File: src/sv/tbmc_pkg.sv
// ----------------------------------------------------------------------------
// tbmc_pkg
// Shared types and constants for the two-button long-press mode controller.
// ----------------------------------------------------------------------------
package tbmc_pkg;

   // Configuration register indexes.
   localparam logic [1:0] CSR_LONG_PRESS_LIMIT = 2'd0;
   localparam logic [1:0] CSR_BLINK_PERIOD     = 2'd1;
   localparam logic [1:0] CSR_FULL_BLINK_PHASE = 2'd2;

   // Configuration reset values.
   localparam logic [7:0] LONG_PRESS_LIMIT_RST = 8'd20;
   localparam logic [4:0] BLINK_PERIOD_RST     = 5'd30;
   localparam logic [4:0] FULL_BLINK_PHASE_RST = 5'd15;

   // Saturation value of the press counter.
   localparam logic [7:0] PRESS_TICKS_MAX = 8'hFF;

   // System modes.
   localparam logic [1:0] MODE_RECORDING = 2'd0;
   localparam logic [1:0] MODE_INSTANT   = 2'd1;
   localparam logic [1:0] MODE_TRANSFER  = 2'd2;
   localparam logic [1:0] MODE_OTHER     = 2'd3;

   // Input item kinds and button identifiers.
   localparam logic FUNC_TICK   = 1'b0;
   localparam logic FUNC_BUTTON = 1'b1;
   localparam logic BTN_WAKE    = 1'b0;
   localparam logic BTN_SEND    = 1'b1;

   // Action codes.
   typedef enum logic [2:0] {
      ACT_NONE           = 3'd0,
      ACT_SHUTDOWN       = 3'd1,
      ACT_CLEAR_SHUTDOWN = 3'd2,
      ACT_ADVERTISE      = 3'd3,
      ACT_DISCONNECT     = 3'd4,
      ACT_TRANSFER       = 3'd5
   } action_type;

   // One input beat.
   typedef struct packed {
      logic       func;
      logic       which_button;
      logic       is_push;
      logic [1:0] mode_in;
      logic       storage_full;
   } req_type;

   // One result beat.
   typedef struct packed {
      logic [1:0] mode_out;
      action_type action;
      logic       adv_led;
      logic       conn_led;
   } rsp_type;

endpackage

File: src/sv/tbmc_in_stage.sv
// ----------------------------------------------------------------------------
// tbmc_in_stage
// Input register: captures one request beat and holds it until processed.
// ----------------------------------------------------------------------------
module tbmc_in_stage (
   input  logic             clock,
   input  logic             reset,
   input  logic             req_valid,
   output logic             req_ready,
   input  tbmc_pkg::req_type req_item,
   input  logic             advance,
   output logic             item_valid,
   output tbmc_pkg::req_type item
);

   logic              valid_ff;
   logic              valid_in;
   tbmc_pkg::req_type item_ff;
   logic              take;

   // The register frees up in the same cycle its beat moves on.
   assign req_ready = !valid_ff || advance;
   assign take      = req_valid && req_ready;
   assign valid_in  = take || (valid_ff && !advance);

   always_ff @(posedge clock) begin
      if (reset) begin
         valid_ff <= 1'b0;
      end else begin
         valid_ff <= valid_in;
      end
   end

   // Payload needs no reset.
   always_ff @(posedge clock) begin
      if (take) begin
         item_ff <= req_item;
      end
   end

   assign item_valid = valid_ff;
   assign item       = item_ff;

endmodule

File: src/sv/tbmc_core.sv
// ----------------------------------------------------------------------------
// tbmc_core
// Configuration registers, controller state and the per-beat update logic.
// ----------------------------------------------------------------------------
module tbmc_core (
   input  logic              clock,
   input  logic              reset,
   input  logic              csr_we,
   input  logic [1:0]        csr_index,
   input  logic [7:0]        csr_wdata,
   input  logic              step,
   input  tbmc_pkg::req_type item,
   output tbmc_pkg::rsp_type result
);

   // Configuration registers.
   logic [7:0] limit_ff;
   logic [4:0] period_ff;
   logic [4:0] full_phase_ff;

   // Controller state.
   logic [4:0] phase_ff,  phase_in;
   logic [7:0] ticks_ff,  ticks_in;
   logic       wake_ff,   wake_in;
   logic       send_ff,   send_in;
   logic       adv_ff,    adv_in;
   logic       conn_ff,   conn_in;

   // Configuration writes; an unused index is dropped.
   always_ff @(posedge clock) begin
      if (reset) begin
         limit_ff      <= tbmc_pkg::LONG_PRESS_LIMIT_RST;
         period_ff     <= tbmc_pkg::BLINK_PERIOD_RST;
         full_phase_ff <= tbmc_pkg::FULL_BLINK_PHASE_RST;
      end else if (csr_we) begin
         case (csr_index)
            tbmc_pkg::CSR_LONG_PRESS_LIMIT: limit_ff      <= csr_wdata;
            tbmc_pkg::CSR_BLINK_PERIOD:     period_ff     <= csr_wdata[4:0];
            tbmc_pkg::CSR_FULL_BLINK_PHASE: full_phase_ff <= csr_wdata[4:0];
            default: ;
         endcase
      end
   end

   // Next state and result for the beat in the input register.
   always_comb begin
      logic [5:0]           phase_inc;
      logic [7:0]           ticks_sat;
      logic                 other_held;
      logic                 is_long;
      logic [1:0]           mode;
      tbmc_pkg::action_type act;

      phase_in   = phase_ff;
      ticks_in   = ticks_ff;
      wake_in    = wake_ff;
      send_in    = send_ff;
      adv_in     = adv_ff;
      conn_in    = conn_ff;
      mode       = item.mode_in;
      act        = tbmc_pkg::ACT_NONE;
      phase_inc  = {1'b0, phase_ff} + 6'd1;
      ticks_sat  = (ticks_ff == tbmc_pkg::PRESS_TICKS_MAX) ? ticks_ff : ticks_ff + 8'd1;
      other_held = (item.which_button == tbmc_pkg::BTN_WAKE) ? send_ff : wake_ff;
      is_long    = ticks_ff > limit_ff;

      if (item.func == tbmc_pkg::FUNC_TICK) begin
         // Blink pattern in recording mode.
         if (item.mode_in == tbmc_pkg::MODE_RECORDING) begin
            adv_in = (phase_ff == 5'd0);
            if (item.storage_full) begin
               conn_in = (phase_ff == full_phase_ff);
            end
         end
         // Phase wraps to zero on reaching the period.
         phase_in = (phase_inc >= {1'b0, period_ff}) ? 5'd0 : phase_inc[4:0];
         // Press timing lights both LEDs once the press turns long.
         if (wake_ff || send_ff) begin
            ticks_in = ticks_sat;
            if (ticks_sat > limit_ff) begin
               adv_in  = 1'b1;
               conn_in = 1'b1;
            end
         end
      end else if (!other_held) begin
         if (item.is_push) begin
            ticks_in = 8'd0;
            if (item.which_button == tbmc_pkg::BTN_WAKE) begin
               wake_in = 1'b1;
            end else begin
               send_in = 1'b1;
            end
         end else begin
            ticks_in = 8'd0;
            if (item.which_button == tbmc_pkg::BTN_WAKE) begin
               // Wakeup button release.
               wake_in = 1'b0;
               if (is_long) begin
                  act = tbmc_pkg::ACT_SHUTDOWN;
               end else if (item.mode_in == tbmc_pkg::MODE_RECORDING) begin
                  mode = tbmc_pkg::MODE_INSTANT;
                  act  = tbmc_pkg::ACT_ADVERTISE;
               end else if (item.mode_in == tbmc_pkg::MODE_INSTANT ||
                            item.mode_in == tbmc_pkg::MODE_TRANSFER) begin
                  mode = tbmc_pkg::MODE_RECORDING;
                  act  = tbmc_pkg::ACT_DISCONNECT;
               end
            end else begin
               // Send button release.
               send_in = 1'b0;
               if (is_long) begin
                  act = tbmc_pkg::ACT_CLEAR_SHUTDOWN;
               end else if (item.mode_in == tbmc_pkg::MODE_RECORDING) begin
                  mode    = tbmc_pkg::MODE_TRANSFER;
                  adv_in  = 1'b0;
                  conn_in = 1'b0;
                  act     = tbmc_pkg::ACT_TRANSFER;
               end else if (item.mode_in == tbmc_pkg::MODE_TRANSFER) begin
                  act = tbmc_pkg::ACT_DISCONNECT;
               end
            end
         end
      end

      result.mode_out = mode;
      result.action   = act;
      result.adv_led  = adv_in;
      result.conn_led = conn_in;
   end

   // State advances once per processed beat.
   always_ff @(posedge clock) begin
      if (reset) begin
         phase_ff <= 5'd0;
         ticks_ff <= 8'd0;
         wake_ff  <= 1'b0;
         send_ff  <= 1'b0;
         adv_ff   <= 1'b0;
         conn_ff  <= 1'b0;
      end else if (step) begin
         phase_ff <= phase_in;
         ticks_ff <= ticks_in;
         wake_ff  <= wake_in;
         send_ff  <= send_in;
         adv_ff   <= adv_in;
         conn_ff  <= conn_in;
      end
   end

endmodule

File: src/sv/tbmc_out_stage.sv
// ----------------------------------------------------------------------------
// tbmc_out_stage
// Result register: holds one response beat until the consumer takes it.
// ----------------------------------------------------------------------------
module tbmc_out_stage (
   input  logic              clock,
   input  logic              reset,
   input  logic              load,
   input  tbmc_pkg::rsp_type result,
   output logic              rsp_valid,
   input  logic              rsp_ready,
   output tbmc_pkg::rsp_type rsp_item
);

   logic              valid_ff;
   logic              valid_in;
   tbmc_pkg::rsp_type item_ff;

   // Valid stays up until the beat is taken or replaced by a new one.
   assign valid_in = load || (valid_ff && !rsp_ready);

   always_ff @(posedge clock) begin
      if (reset) begin
         valid_ff <= 1'b0;
      end else begin
         valid_ff <= valid_in;
      end
   end

   always_ff @(posedge clock) begin
      if (load) begin
         item_ff <= result;
      end
   end

   assign rsp_valid = valid_ff;
   assign rsp_item  = item_ff;

endmodule

File: src/sv/two_button_long_press_mode_controller.sv
// ----------------------------------------------------------------------------
// two_button_long_press_mode_controller
// Top level: input register, state update logic and result register.
// ----------------------------------------------------------------------------
// The controller takes one beat per clock cycle on the req_ channel while
// the consumer keeps rsp_ready high, and returns exactly one rsp_ beat for
// each, in order, after the input register and the result register. The
// rate is set by the state update that sits between those two registers;
// a stalled result holds in the result register while the input register
// still takes one more beat. Configuration writes on the csr_ port take
// effect at once and belong in idle periods.
module two_button_long_press_mode_controller (
   input  logic       clock,
   input  logic       reset,
   // Request channel.
   input  logic       req_valid,
   output logic       req_ready,
   input  logic       req_func,
   input  logic       req_which_button,
   input  logic       req_is_push,
   input  logic [1:0] req_mode_in,
   input  logic       req_storage_full,
   // Response channel.
   output logic       rsp_valid,
   input  logic       rsp_ready,
   output logic [1:0] rsp_mode_out,
   output logic [2:0] rsp_action,
   output logic       rsp_adv_led,
   output logic       rsp_conn_led,
   // Configuration port.
   input  logic       csr_we,
   input  logic [1:0] csr_index,
   input  logic [7:0] csr_wdata
);

   tbmc_pkg::req_type req_item;
   tbmc_pkg::req_type item;
   tbmc_pkg::rsp_type result;
   tbmc_pkg::rsp_type rsp_item;
   logic              item_valid;
   logic              advance;

   // Gather the request fields.
   assign req_item.func         = req_func;
   assign req_item.which_button = req_which_button;
   assign req_item.is_push      = req_is_push;
   assign req_item.mode_in      = req_mode_in;
   assign req_item.storage_full = req_storage_full;

   // A beat moves on when the result register is empty or being emptied.
   assign advance = item_valid && (!rsp_valid || rsp_ready);

   tbmc_in_stage u_in_stage (
      .clock      (clock),
      .reset      (reset),
      .req_valid  (req_valid),
      .req_ready  (req_ready),
      .req_item   (req_item),
      .advance    (advance),
      .item_valid (item_valid),
      .item       (item)
   );

   tbmc_core u_core (
      .clock     (clock),
      .reset     (reset),
      .csr_we    (csr_we),
      .csr_index (csr_index),
      .csr_wdata (csr_wdata),
      .step      (advance),
      .item      (item),
      .result    (result)
   );

   tbmc_out_stage u_out_stage (
      .clock     (clock),
      .reset     (reset),
      .load      (advance),
      .result    (result),
      .rsp_valid (rsp_valid),
      .rsp_ready (rsp_ready),
      .rsp_item  (rsp_item)
   );

   // Spread the result fields onto their ports.
   assign rsp_mode_out = rsp_item.mode_out;
   assign rsp_action   = rsp_item.action;
   assign rsp_adv_led  = rsp_item.adv_led;
   assign rsp_conn_led = rsp_item.conn_led;

endmodule

File: config.mk
export PLATFORM = sky130hd
export DESIGN_NAME = two_button_long_press_mode_controller
export DESIGN_NICKNAME = d
export VERILOG_FILES = /design/src/sv/tbmc_pkg.sv /design/src/sv/tbmc_in_stage.sv /design/src/sv/tbmc_core.sv /design/src/sv/tbmc_out_stage.sv /design/src/sv/two_button_long_press_mode_controller.sv
export SDC_FILE = /design/constraint.sdc
export NUM_CORES = 1
export LEC_CHECK = 0
export ABC_AREA = 0
export ABC_CLOCK_PERIOD_IN_PS = 3100
export BUFFER_PORTS_ARGS = -buffer_cell sky130_fd_sc_hd__buf_2
export CORE_MARGIN = 10
export CORE_UTILIZATION = 59
export DETAILED_ROUTE_END_ITERATION = 8
export PLACE_DENSITY = 0.77
export SLEW_MARGIN = 20
export SYNTH_ARGS = -nofsm -noshare
export SYNTH_HDL_FRONTEND = slang
export SYNTH_SLANG_ARGS = --single-unit
File: constraint.sdc
create_clock -name clock -period 3.1 [get_ports clock]
set_input_delay 0.31 -clock clock [delete_from_list [all_inputs] [get_ports clock]]
set_output_delay 0.31 -clock clock [all_outputs]
set_load 0.005 [all_outputs]
Word level (Yosys, flattened, before mapping)
Cells that the tools add are included.
{ "op_classes": {"order_cmp": 3, "reduce_logical": 26, "eq_ne": 7, "addsub": 2, "bitwise": 3, "mux": 47} }
{ "op_table": {"columns": ["operator", "count"], "rows": [
  ["$mux 8", 4],
  ["$mux 1", 26],
  ["$mux 3", 7],
  ["$mux 2", 9],
  ["$gt 8x8->1", 2],
  ["$add 8x1->8 const B", 1],
  ["$eq 8x8->1 const B", 1],
  ["$reduce_and 2->1", 4],
  ["$reduce_and 4->1", 2],
  ["$add 5x1->6 const B", 1],
  ["$ge 6x5->1", 1],
  ["$logic_or 1x1->1", 6],
  ["$eq 5x5->1", 1],
  ["$logic_not 5->1", 1],
  ["$mux 5", 1],
  ["$eq 2x1->1 const B", 2],
  ["$eq 2x2->1 const B", 2],
  ["$logic_and 1x1->1", 4],
  ["$logic_not 1->1", 4],
  ["$logic_not 2->1", 2],
  ["$not 1->1", 3],
  ["$reduce_and 3->1", 1],
  ["$reduce_or 3->1", 1],
  ["$ne 2x2->1 const B", 1],
  ["$reduce_bool 2->1", 1]
]} }
{ "totals": {"regBits": 50, "in_bits": 21} }

Logic depth before layout (Yosys ltp)
Gate-level depths: netlist of the first run.
{ "logic_depth": {"word_depth": 9, "ltp_mapped": 13} }

By module
Synthesis of the first run repeated with hierarchy kept, for this count alone.
{ "hier_totals": {"cells_unflattened": 313, "area_unflattened_um2": 2957.8} }
{ "modules_own_cells": {"columns": ["mod", "area_each_um2", "n_inst", "cells_each", "seq_area_each_um2"], "rows": [
  ["tbmc_core", 2462.4, 1, 289, 700.7],
  ["tbmc_out_stage", 249.0, 1, 11, 230.2],
  ["tbmc_in_stage", 235.2, 1, 11, 200.2],
  ["two_button_long_press_mode_controller", 11.3, 1, 2, 0.0]
]} }

Least setup slack after synthesis of the first run
No wires, ideal clock.
{ "synth_timing": {"kind": "register -> register", "startpoint": "register u_core.ticks_ff[0]", "endpoint": "register u_core.adv_ff", "setup_ns": 0.070, "period_less_slack_ns": 2.657, "required_ns": 3.030, "setup_slack_ns": 0.443, "path_stages_with_launch": 13, "path_buffers": 1, "arrival_time_ns": 2.586, "path_cell_list": "dfxtp_1 ha_1 and2_0 clkbuf_2 nand4_4 mux2_2 ha_1 nor2b_1 o211ai_1 a2111o_1 and3_1 a2bb2oi_1 a21oi_1"} }
{ "synth_between": {"elab_chain_cells": 6, "elab_cells_between_ends": 12, "classes_between": "add/sub (1); order compare (2); eq/ne (1); mux (8)"} }
{ "synth_lines": {"columns": ["item", "line", "source"], "rows": [
  ["start: declaration", "tbmc_core.sv:23", "logic [7:0] ticks_ff, ticks_in;"],
  ["start signal: assignment", "tbmc_core.sv:142", "ticks_ff <= ticks_in;"],
  ["$add 8x1->8 (tied with other cells)", "tbmc_core.sv:63", "ticks_sat = (ticks_ff == tbmc_pkg::PRESS_TICKS_MAX) ? ticks_ff : ticks_ff + 8'd1;"],
  ["$mux 8 or $mux 1 (tied branches)", "tbmc_core.sv:63, tbmc_core.sv:111", null],
  ["$gt 8x8->1 or $mux 1 (tied branches)", "tbmc_core.sv:80, tbmc_core.sv:95", null],
  ["$mux 1, on equally long branches", "tbmc_core.sv:80, tbmc_core.sv:86", null],
  ["$mux 1, on equally long branches", "tbmc_core.sv:78, tbmc_core.sv:85", null],
  ["$mux 1 *", "tbmc_core.sv:67", "if (item.func == tbmc_pkg::FUNC_TICK) begin"],
  ["end signal: assignment", "tbmc_core.sv:145", "adv_ff <= adv_in;"],
  ["end: declaration", "tbmc_core.sv:26", "logic adv_ff, adv_in;"]
]} }
Every way passes the cells marked *; elsewhere a longest branch is shown, timed or not.
A chain may end at the register's enable or synchronous reset.

Worst setup path in the final report of the first run
{ "layout_timing": {"startpoint": "register u_core.ticks_ff[1]", "endpoint": "register u_core.adv_ff"} }
The elaborated chain is that of the path after synthesis.

==> out/qor.csv, run 1 <==
metric,value,unit
Placed Area,3020,um2
routed vias,2197,
Antenna Nets Post-Route,0,
Comb pwr share,10.4,%
Final Hold Slack,165,ps
R2R Path End,u_core.adv_ff$_SDFFE_PP0P_,
fillers,395,
"Async S/R FF share, synth",0,%
final WL,5670,um
DR iter-0 viols,102,
Tcrit/Tclk final,91.0,%
vias per cell,5.68,
Internal,905,uW
YS warnings,0,
RSZ-0062 raised after global routing,false,
Final Wtd Congestion,0.819,
fin nets,381,
first-pass GRT wire length,9490,um
"commonest non-fill, non-tap cell in the layout",nor2_1,
critical path data arrival time,3070,ps
Reg power frac,58.5,%
HP Class,input pin to flip-flop,
Port Buf Inserts,29,
Leak Pwr,1.37,nW
total CTS buffers,5,
Initial DRT Pass Iterations,6,
Worst Hold Path Cells,1,
"Cell Area, Synth",2840,um2
worst r2r path cells,11,
die area,7990,um2
Max Buffers Root-to-Sink,2,
Psw,308,uW
critical path data required time,3350,ps
drt wl/cell,14.6,um
critical path class,flip-flop to flip-flop,
H-tree levels,2,
post-CTS setup buffers,0,
root buffer cell,clkbuf_8,
crit end category,flip-flop,
number of flops mapped to enable cells by yosys,13,
row count,25,
crit start category,flip-flop,
Switching Share,25.4,%
CTS tree,yes,
grt ovf,0,
clock slew at reported path FFs,90,ps
ant diodes,0,
Final Hold Fails,0,
I/O pins,30,
worst-case vdd ir drop,282,uV
R2R setup slack,280,ps
"Endpoint, Worst Hold",u_in_stage.item[3]$_DFFE_PP_,
Layout area overhead,9.16,%
Max transition margin,34.6,%
total power,1.21,mW
Detail Placement HPWL,4270,um
commonest register cell after synthesis,dfxtp_1,
fin util,66.1,%
Post-route DRC,0,
Worst Hold Launch,req_is_push,
final instance area,3100,um2
Clock Latency Late Sink,310,ps
Initial Utilization,60.5,%
Vert. Die Dim,89.4,um
share of cells above drive strength 1,14.7,%
most frequent cells in the layout,"48 x nor2_1, 37 x dfxtp_1, 29 x buf_2",
Syn Nets,355,
Clock Sinks,50,
sequential fraction of the synthesis area,39.8,%
vias in the first global route,2148,
"Slew Viols, Final",0,
core area,4690,um2
Pwr Density,391,nW/um2
Worst Tran Pin Value,977,ps
Cell variety after synth,52,
worst clock skew,7.33,ps
Synth Instances,306,
MaxCap Viol Count,0,
crit path time final,2820,ps
All-Layer GR Usage,15.0,%
final setup vio count,0,
worst-path fanout max,8,
TNS Setup,0,ps
post-synthesis register bit count,50,
antenna violations before repair,0,
power share of the clock group,31.1,%
Die Wd,89.4,um
Worst R2R Start,u_core.ticks_ff[1]$_SDFFE_PP0P_,
Mean Syn Cell Area,9.28,um2
f_max,0.354,GHz
status,"complete, no violations",
pin count of the biggest net entering global routing,38,
## stage by stage
step	cells	setup slack (ps)
6_report	387	278
2_1_floorplan	306	443
3_5_place_dp	379	212
5_1_grt	387	89.5
4_1_cts	387	202
3_3_place_gp	379	331
## layout make-up
class                   count  area, um2  area share (%)
clock buffers               5       68.8            2.22
flip-flops and latches     50       1130            36.5
inverters                  23       86.3            2.78
clock inverters             3       16.3           0.525
well taps                  54       67.6            2.18
repair buffers             30        153            4.92
multi-input cells         222       1580            50.9
## metal layers
| metal | up-vias | GRT usage [%] | part of all wire [%] | wire length (um) |
|---|---|---|---|---|
| met5 | - | 0 | 0 | 0 |
| met4 | 0 | 6.79 | 1.6 | 91 |
| met3 | 10 | 3.19 | 3.8 | 218 |
| met2 | 37 | 25.7 | 50 | 2850 |
| met1 | 1012 | 17.5 | 44 | 2510 |
| li1 | 1138 | - | - | - |
## critical path: stages (launching register included)
cell and delay (ps):
dfxtp_1 410, ha_1 200, and2_1 280, nand4_4 200, mux2_2 330, ha_1 290
nor2b_1 120, o211ai_1 80, a2111o_1 380, and3_1 200, a2bb2oi_1 140, a21oi_1 130
## state kept, by name, summed over array words and instances, names as in the netlist
signal / count
u_core.adv_ff: 1
u_core.conn_ff: 1
u_core.full_phase_ff: 5
u_core.limit_ff: 8
u_core.period_ff: 5
u_core.phase_ff: 5
u_core.send_ff: 1
u_core.ticks_ff: 8
u_core.wake_ff: 1
u_in_stage.item: 6
u_in_stage.item_valid: 1
u_out_stage.rsp_item: 7
u_out_stage.rsp_valid: 1
## power groups by stage
| stage | Sequential [mW] | Clock [mW] | Combinational (mW) |
|---|---|---|---|
| 6_report | 0.710 | 0.377 | 0.126 |
| 5_1_grt | 0.714 | 0.405 | 0.143 |
| 4_1_cts | 0.710 | 0.385 | 0.127 |
| 3_5_place_dp | 0.726 | 0 | 0.126 |
| 3_3_place_gp | 0.725 | 0 | 0.122 |
| 2_1_floorplan | 0.720 | 0 | 0.0896 |
## cell usage after synthesis (3+ instances only)
library cell / count / share of area (%)
nor2_1: 48 / 6.3
clkbuf_1: 8 / 1.1
a211o_1: 8 / 2.5
xnor2_1: 9 / 2.8
nand2b_1: 6 / 1.3
a21oi_1: 19 / 3.3
nand3_1: 9 / 1.6
nor2b_1: 5 / 1.1
mux2i_1: 9 / 3.2
nand4_1: 6 / 1.3
o21ai_0: 7 / 1.2
ha_1: 28 / 12
nand2_1: 15 / 2.0
dfxtp_1: 37 / 26
inv_1: 23 / 3.0
a22oi_1: 11 / 2.9
edfxtp_1: 13 / 14
xor2_1: 3 / 0.93
## worst max path at each step
stage | to | startpoint | slack [ps]
floorplan | u_core.adv_ff$_SDFFE_PP0P_ | u_core.ticks_ff[0]$_SDFFE_PP0P_ | 440
detailed placement | u_core.adv_ff$_SDFFE_PP0P_ | u_core.ticks_ff[0]$_SDFFE_PP0P_ | 210
global placement | u_core.adv_ff$_SDFFE_PP0P_ | u_core.ticks_ff[0]$_SDFFE_PP0P_ | 330
global route | u_out_stage.rsp_item[0]$_DFFE_PP_ | u_core.ticks_ff[0]$_SDFFE_PP0P_ | 90
finish | u_core.adv_ff$_SDFFE_PP0P_ | u_core.ticks_ff[1]$_SDFFE_PP0P_ | 280
CTS | u_core.adv_ff$_SDFFE_PP0P_ | u_core.ticks_ff[0]$_SDFFE_PP0P_ | 200
## cell families after synthesis
logic type               after synthesis  synth area share [%]
AND/OR/NAND/NOR                      108                  19.9
AO/OA/AOI/OAI                         63                  15.5
flip-flops                            50                  39.8
buffers and inverters                 34                  4.63
adder cells (fa/ha/maj)               28                  12.3
XOR/XNOR                              12                  3.70
multiplexers                          11                  4.10
## repair_timing
item	in CTS	in global routing
resized for setup	0	1
hold buffers	0	0
endpoints found under the setup margin	0	1
Note: power is estimated with default switching activity, not from simulation.
==> run 2, diff against run 1 <==
--- a/config.mk
+++ b/config.mk
@@ -11,7 +11,7 @@
 export CORE_MARGIN = 10
 export CORE_UTILIZATION = 59
 export DETAILED_ROUTE_END_ITERATION = 8
-export PLACE_DENSITY = 0.77
+export PLACE_DENSITY = 0.86
 export SLEW_MARGIN = 20
 export SYNTH_ARGS = -nofsm -noshare
 export SYNTH_HDL_FRONTEND = slang
==> run 2 against run 1 <==
  * Cell count unchanged
  * Power up 7.5%
  * Hold slack worse by 3.0 ps
  * Routed wire length grew 3.7%
  * Register-to-register slack worse by 70 ps
  * Sequential share of layout area decreased by 0.36 points
  * Sequential power is essentially flat
  * Worst setup slack got worse by 67 ps
  * Highest routed layer unchanged
  * Critical path depth unchanged
  * Flip-flop and latch count unchanged
  * Largest cell class unchanged
==> out/qor.csv, run 2 (same netlist as run 1, synthesis figures left out) <==
metric,value,unit,change
Post-route DRC,0,,unchanged
drt wl/cell,15.2,um,+3.7%
Worst Tran Pin Value,958,ps,-18.8 ps
crit-path most repeated cell,ha_1,,
share of cells above drive strength 1,15.3,%,+0.60 points
worst-path fanout max,8,,unchanged
Placed Area,3020,um2,unchanged
total CTS buffers,5,,unchanged
Layout area overhead,10.3,%,
Worst Hold Path Cells,1,,unchanged
clock slew at reported path FFs,100,ps,about the same
Highest Signal Layer,met4,,
grt ovf,0,,unchanged
fin util,66.7,%,+0.67 points
worst clock skew,11.2,ps,+3.83 ps
"commonest non-fill, non-tap cell in the layout",nor2_1,,
pin count of the biggest net entering global routing,38,,unchanged
vias per cell,5.79,,+2.0%
Max Buffers Root-to-Sink,2,,unchanged
row count,25,,unchanged
final setup vio count,0,,unchanged
Pwr Density,417,nW/um2,+6.5%
Final Hold Slack,162,ps,-2.95 ps
MaxCap Viol Count,0,,unchanged
Antenna Nets Post-Route,0,,unchanged
Leak Pwr,1.38,nW,+1.2%
vias in the first global route,2245,,+4.5%
total power,1.30,mW,+7.5%
fillers,379,,-4.1%
first-pass GRT wire length,10100,um,+6.3%
RSZ-0062 raised after global routing,false,,
Tcrit/Tclk final,93.2,%,+2.2 points
f_max,0.346,GHz,-2.3%
metal1 wirelength,2680,um,+7.0%
root buffer cell,clkbuf_8,,
Port Buf Inserts,29,,unchanged
die area,7990,um2,unchanged
HP Class,input pin to flip-flop,,
Final Wtd Congestion,0.865,,+5.5%
met3 wire length,276,um,+27%
crit start category,flip-flop,,
Initial Utilization,60.5,%,unchanged
CTS tree,yes,,
TNS Setup,0,ps,unchanged
met2 wire length,2820,um,-0.88%
routed vias,2240,,+2.0%
All-Layer GR Usage,15.9,%,+0.91 points
"Slew Viols, Final",0,,unchanged
Initial DRT Pass Iterations,4,,-2
status,"complete, no violations",,
critical path class,flip-flop to flip-flop,,
ant diodes,0,,unchanged
most frequent cells in the layout,"48 x nor2_1, 37 x dfxtp_1, 29 x buf_2",,
critical path data required time,3340,ps,about the same
antenna violations before repair,0,,unchanged
Max transition margin,35.8,%,+1.3 points
Final Hold Fails,0,,unchanged
Detail Placement HPWL,4310,um,+0.83%
crit path time final,2890,ps,+67.4 ps
final WL,5880,um,+3.7%
CTS Hold Bufs,0,,unchanged
Die Wd,89.4,um,unchanged
H-tree levels,2,,unchanged
final worst setup slack,210,ps,-67.4 ps
worst-case vdd ir drop,413,uV,+46%
DR iter-0 viols,165,,+62%
critical path data arrival time,3130,ps,+60 ps
CP peak stage delay,410,ps,about the same
fin nets,381,,unchanged
"non-filler cells, final",387,,unchanged
"slowest stage cell, crit path",dfxtp_1,,
Placed Cells incl. Taps,379,,unchanged
Clock Sinks,50,,unchanged
worst r2r path cells,11,,unchanged
Clock Latency Late Sink,320,ps,about the same
core area,4690,um2,unchanged
CP Cell Sequence,ha_1 > and2_1 > nand4_4 > mux2_2 > ha_1 > nor2b_1 > o211ai_1 > a2111o_1 > and3_1 > a2bb2oi_1 > a21oi_1,,
Setup Slack @ Placement,184,ps,-27.9 ps
I/O pins,30,,unchanged
Vert. Die Dim,89.4,um,unchanged
crit end category,flip-flop,,
final instance area,3130,um2,+1.0%
-- run 2: path summary, 6_finish.rpt --
path	startpoint	endpoint	slack, ps
max	u_core.ticks_ff[1]$_SDFFE_PP0P_	u_core.adv_ff$_SDFFE_PP0P_	210
min	req_mode_in[1]	u_in_stage.item[2]$_DFFE_PP_	160
max reg2reg	u_core.ticks_ff[1]$_SDFFE_PP0P_	u_core.adv_ff$_SDFFE_PP0P_	210
min reg2reg	u_core.full_phase_ff[0]$_SDFFE_PP1P_	u_core.full_phase_ff[0]$_SDFFE_PP1P_	500
-- run 2: what timing repair did --
item                                    CTS  global route
endpoints found under the setup margin    0             2
resized for setup                         0             1
buffers inserted                          0             0
-- run 2: area by class of cell --
type	count	area (um2)	share of cell area, %
multi-input cells	222	1580	50.4
flip-flops and latches	50	1130	36.1
clock inverters	1	8.76	0.280
inverters	23	86.3	2.76
repair buffers	30	153	4.87
clock buffers	7	108	3.44
well taps	54	67.6	2.16
-- run 2: routing by layer --
layer  vias to the layer above  track usage (%)
li1                       1137                -
met1                      1049             18.7
met2                        46             27.3
met3                         8             4.28
met4                         0             5.20
met5                         -                0
-- run 2: critical path, delay by kind of cell (launching register included) --
family	cells	cell delay, ps
AO/OA/AOI/OAI	4	760
adder cells (fa/ha/maj)	2	480
flip-flops	1	410
multiplexers	1	330
AND/OR/NAND/NOR	4	810
-- run 2: power breakdown --
part	internal [mW]	switching (mW)
Clock	0.233	0.232
Combinational	0.0562	0.0716
Sequential	0.693	0.0181
==> run 3, diff against run 2 <==
--- a/config.mk
+++ b/config.mk
@@ -8,6 +8,7 @@
 export ABC_AREA = 0
 export ABC_CLOCK_PERIOD_IN_PS = 3100
 export BUFFER_PORTS_ARGS = -buffer_cell sky130_fd_sc_hd__buf_2
+export CORE_ASPECT_RATIO = 1.1
 export CORE_MARGIN = 10
 export CORE_UTILIZATION = 59
 export DETAILED_ROUTE_END_ITERATION = 8
==> run 3 against run 2 <==
  * Die area about the same
  * Clock skew down 5.0 ps
  * Global-route usage down 0.85 points
  * Combinational power about the same
  * Core utilization up 0.31 points
  * Sequential power about the same
  * Non-clock buffer count unchanged
  * Hold slack better by 16 ps
  * Routed wire length up 0.88%
  * Flip-flop and latch count unchanged
  * Largest power group unchanged
  * Worst setup slack better by 47 ps
==> out/qor.csv, run 3 (same netlist as run 1, synthesis figures left out) <==
metric,value,unit,change
Final Wtd Congestion,0.840,,-2.8%
Detail Placement HPWL,4610,um,+6.9%
row count,26,,+4.0%
pin count of the biggest net entering global routing,38,,unchanged
Tcrit/Tclk final,91.7,%,-1.5 points
crit end category,flip-flop,,
MaxCap Viol Count,0,,unchanged
fillers,388,,+2.4%
status,"complete, no violations",,
final setup vio count,0,,unchanged
All-Layer GR Usage,15.0,%,-0.85 points
Leak Pwr,1.37,nW,-0.68%
critical path class,flip-flop to flip-flop,,
root buffer cell,clkbuf_8,,
Final Hold Fails,0,,unchanged
CTS tree,yes,,
drt wl/cell,15.2,um,+0.37%
Initial DRT Pass Iterations,4,,unchanged
H-tree levels,2,,unchanged
die area,7990,um2,about the same
core area,4650,um2,-0.85%
"Slew Viols, Final",0,,unchanged
total CTS buffers,5,,unchanged
Storage cell area,1130,um2,unchanged
HP Class,input pin to flip-flop,,
Die Wd,86.2,um,-3.6%
post-CTS setup buffers,0,,unchanged
Layout area overhead,9.82,%,
worst-path fanout max,8,,unchanged
Vert. Die Dim,92.8,um,+3.8%
first-pass GRT wire length,9930,um,-1.6%
worst-case vdd ir drop,317,uV,-23%
CTS-repair resized insts,0,,unchanged
fin util,67.1,%,+0.31 points
CTS Hold Bufs,0,,unchanged
crit start category,flip-flop,,
f_max,0.352,GHz,+1.6%
clock slew at reported path FFs,90,ps,about the same
Initial Utilization,61.1,%,+0.52 points
Clock Sinks,50,,unchanged
critical path data arrival time,3080,ps,-50 ps
routed vias,2226,,-0.63%
DR iter-0 viols,134,,-19%
Port Buf Inserts,29,,unchanged
worst clock skew,6.19,ps,-4.97 ps
final WL,5930,um,+0.88%
Max Buffers Root-to-Sink,2,,unchanged
most frequent cells in the layout,"48 x nor2_1, 37 x dfxtp_1, 29 x buf_2",,
Pwr Density,404,nW/um2,-3.0%
crit path time final,2840,ps,-46.8 ps
grt ovf,0,,unchanged
I/O pins,30,,unchanged
share of cells above drive strength 1,14.7,%,-0.60 points
vias in the first global route,2267,,+0.98%
Final Hold Slack,179,ps,+16.4 ps
Antenna Nets Post-Route,0,,unchanged
Max transition margin,34.7,%,-1.1 points
final instance area,3120,um2,-0.40%
vias per cell,5.72,,-1.1%
antenna violations before repair,0,,unchanged
Worst Tran Pin Value,975,ps,+16.9 ps
Placed Area,3020,um2,about the same
fin nets,381,,unchanged
RSZ-0062 raised after global routing,false,,
Post-route DRC,0,,unchanged
TNS Setup,0,ps,unchanged
critical path data required time,3340,ps,about the same
area of the multi-input gates,1580,um2,unchanged
"commonest non-fill, non-tap cell in the layout",nor2_1,,
Clock Latency Late Sink,300,ps,-20 ps
ant diodes,0,,unchanged
run 3: cell types whose count changed in the layout (fill, tap and decap cells not counted):
cell | previous run | this run
clkbuf_1 | 0 | 2
clkbuf_8 | 6 | 5
inv_6 | 1 | 0
run 3: layer usage:
metal	track usage, %	vias up	routed length (um)
met2	28.1	45	3150
met4	5.49	0	118
met3	3.86	13	257
met5	0	-	0
met1	15.6	1037	2400
li1	-	1131	-
run 3: where the power goes:
group	switching [mW]	leakage, nW	internal [mW]
Combinational	0.0718	0.900	0.0562
Sequential	0.0174	0.425	0.693
Clock	0.212	0.0506	0.209
run 3: critical path, cell delays in order, from the launching register on:
cell       delay (ps)
dfxtp_1           410
ha_1              200
and2_1            270
nand4_4           200
mux2_2            340
ha_1              290
nor2b_1           120
o211ai_1           90
a2111o_1          380
and3_1            200
a2bb2oi_1         140
a21oi_1           130
run 3: final timing paths:
kind	start	slack, ps	cells past startpoint	to
max	u_core.ticks_ff[0]$_SDFFE_PP0P_	260	11	u_core.adv_ff$_SDFFE_PP0P_
max reg2reg	u_core.ticks_ff[0]$_SDFFE_PP0P_	260	11	u_core.adv_ff$_SDFFE_PP0P_
min	req_is_push	180	1	u_in_stage.item[3]$_DFFE_PP_
min reg2reg	u_core.full_phase_ff[0]$_SDFFE_PP1P_	500	1	u_core.full_phase_ff[0]$_SDFFE_PP1P_
run 3: area by class of cell:
| class | instances | area share [%] |
|---|---|---|
| inverter | 23 | 2.77 |
| sequential | 50 | 36.3 |
| timing repair buffer | 30 | 4.89 |
| tap | 56 | 2.25 |
| clock buffer | 8 | 3.25 |
| multi-input combinational | 222 | 50.6 |
run 3: metrics by stage:
stage          instances  total power, mW  setup WS [ps]
2_1_floorplan        306            0.809            443
3_3_place_gp         381            0.846            337
3_5_place_dp         381            0.854            165
4_1_cts              389             1.27            189
5_1_grt              389             1.31           73.8
6_report             389             1.26            257
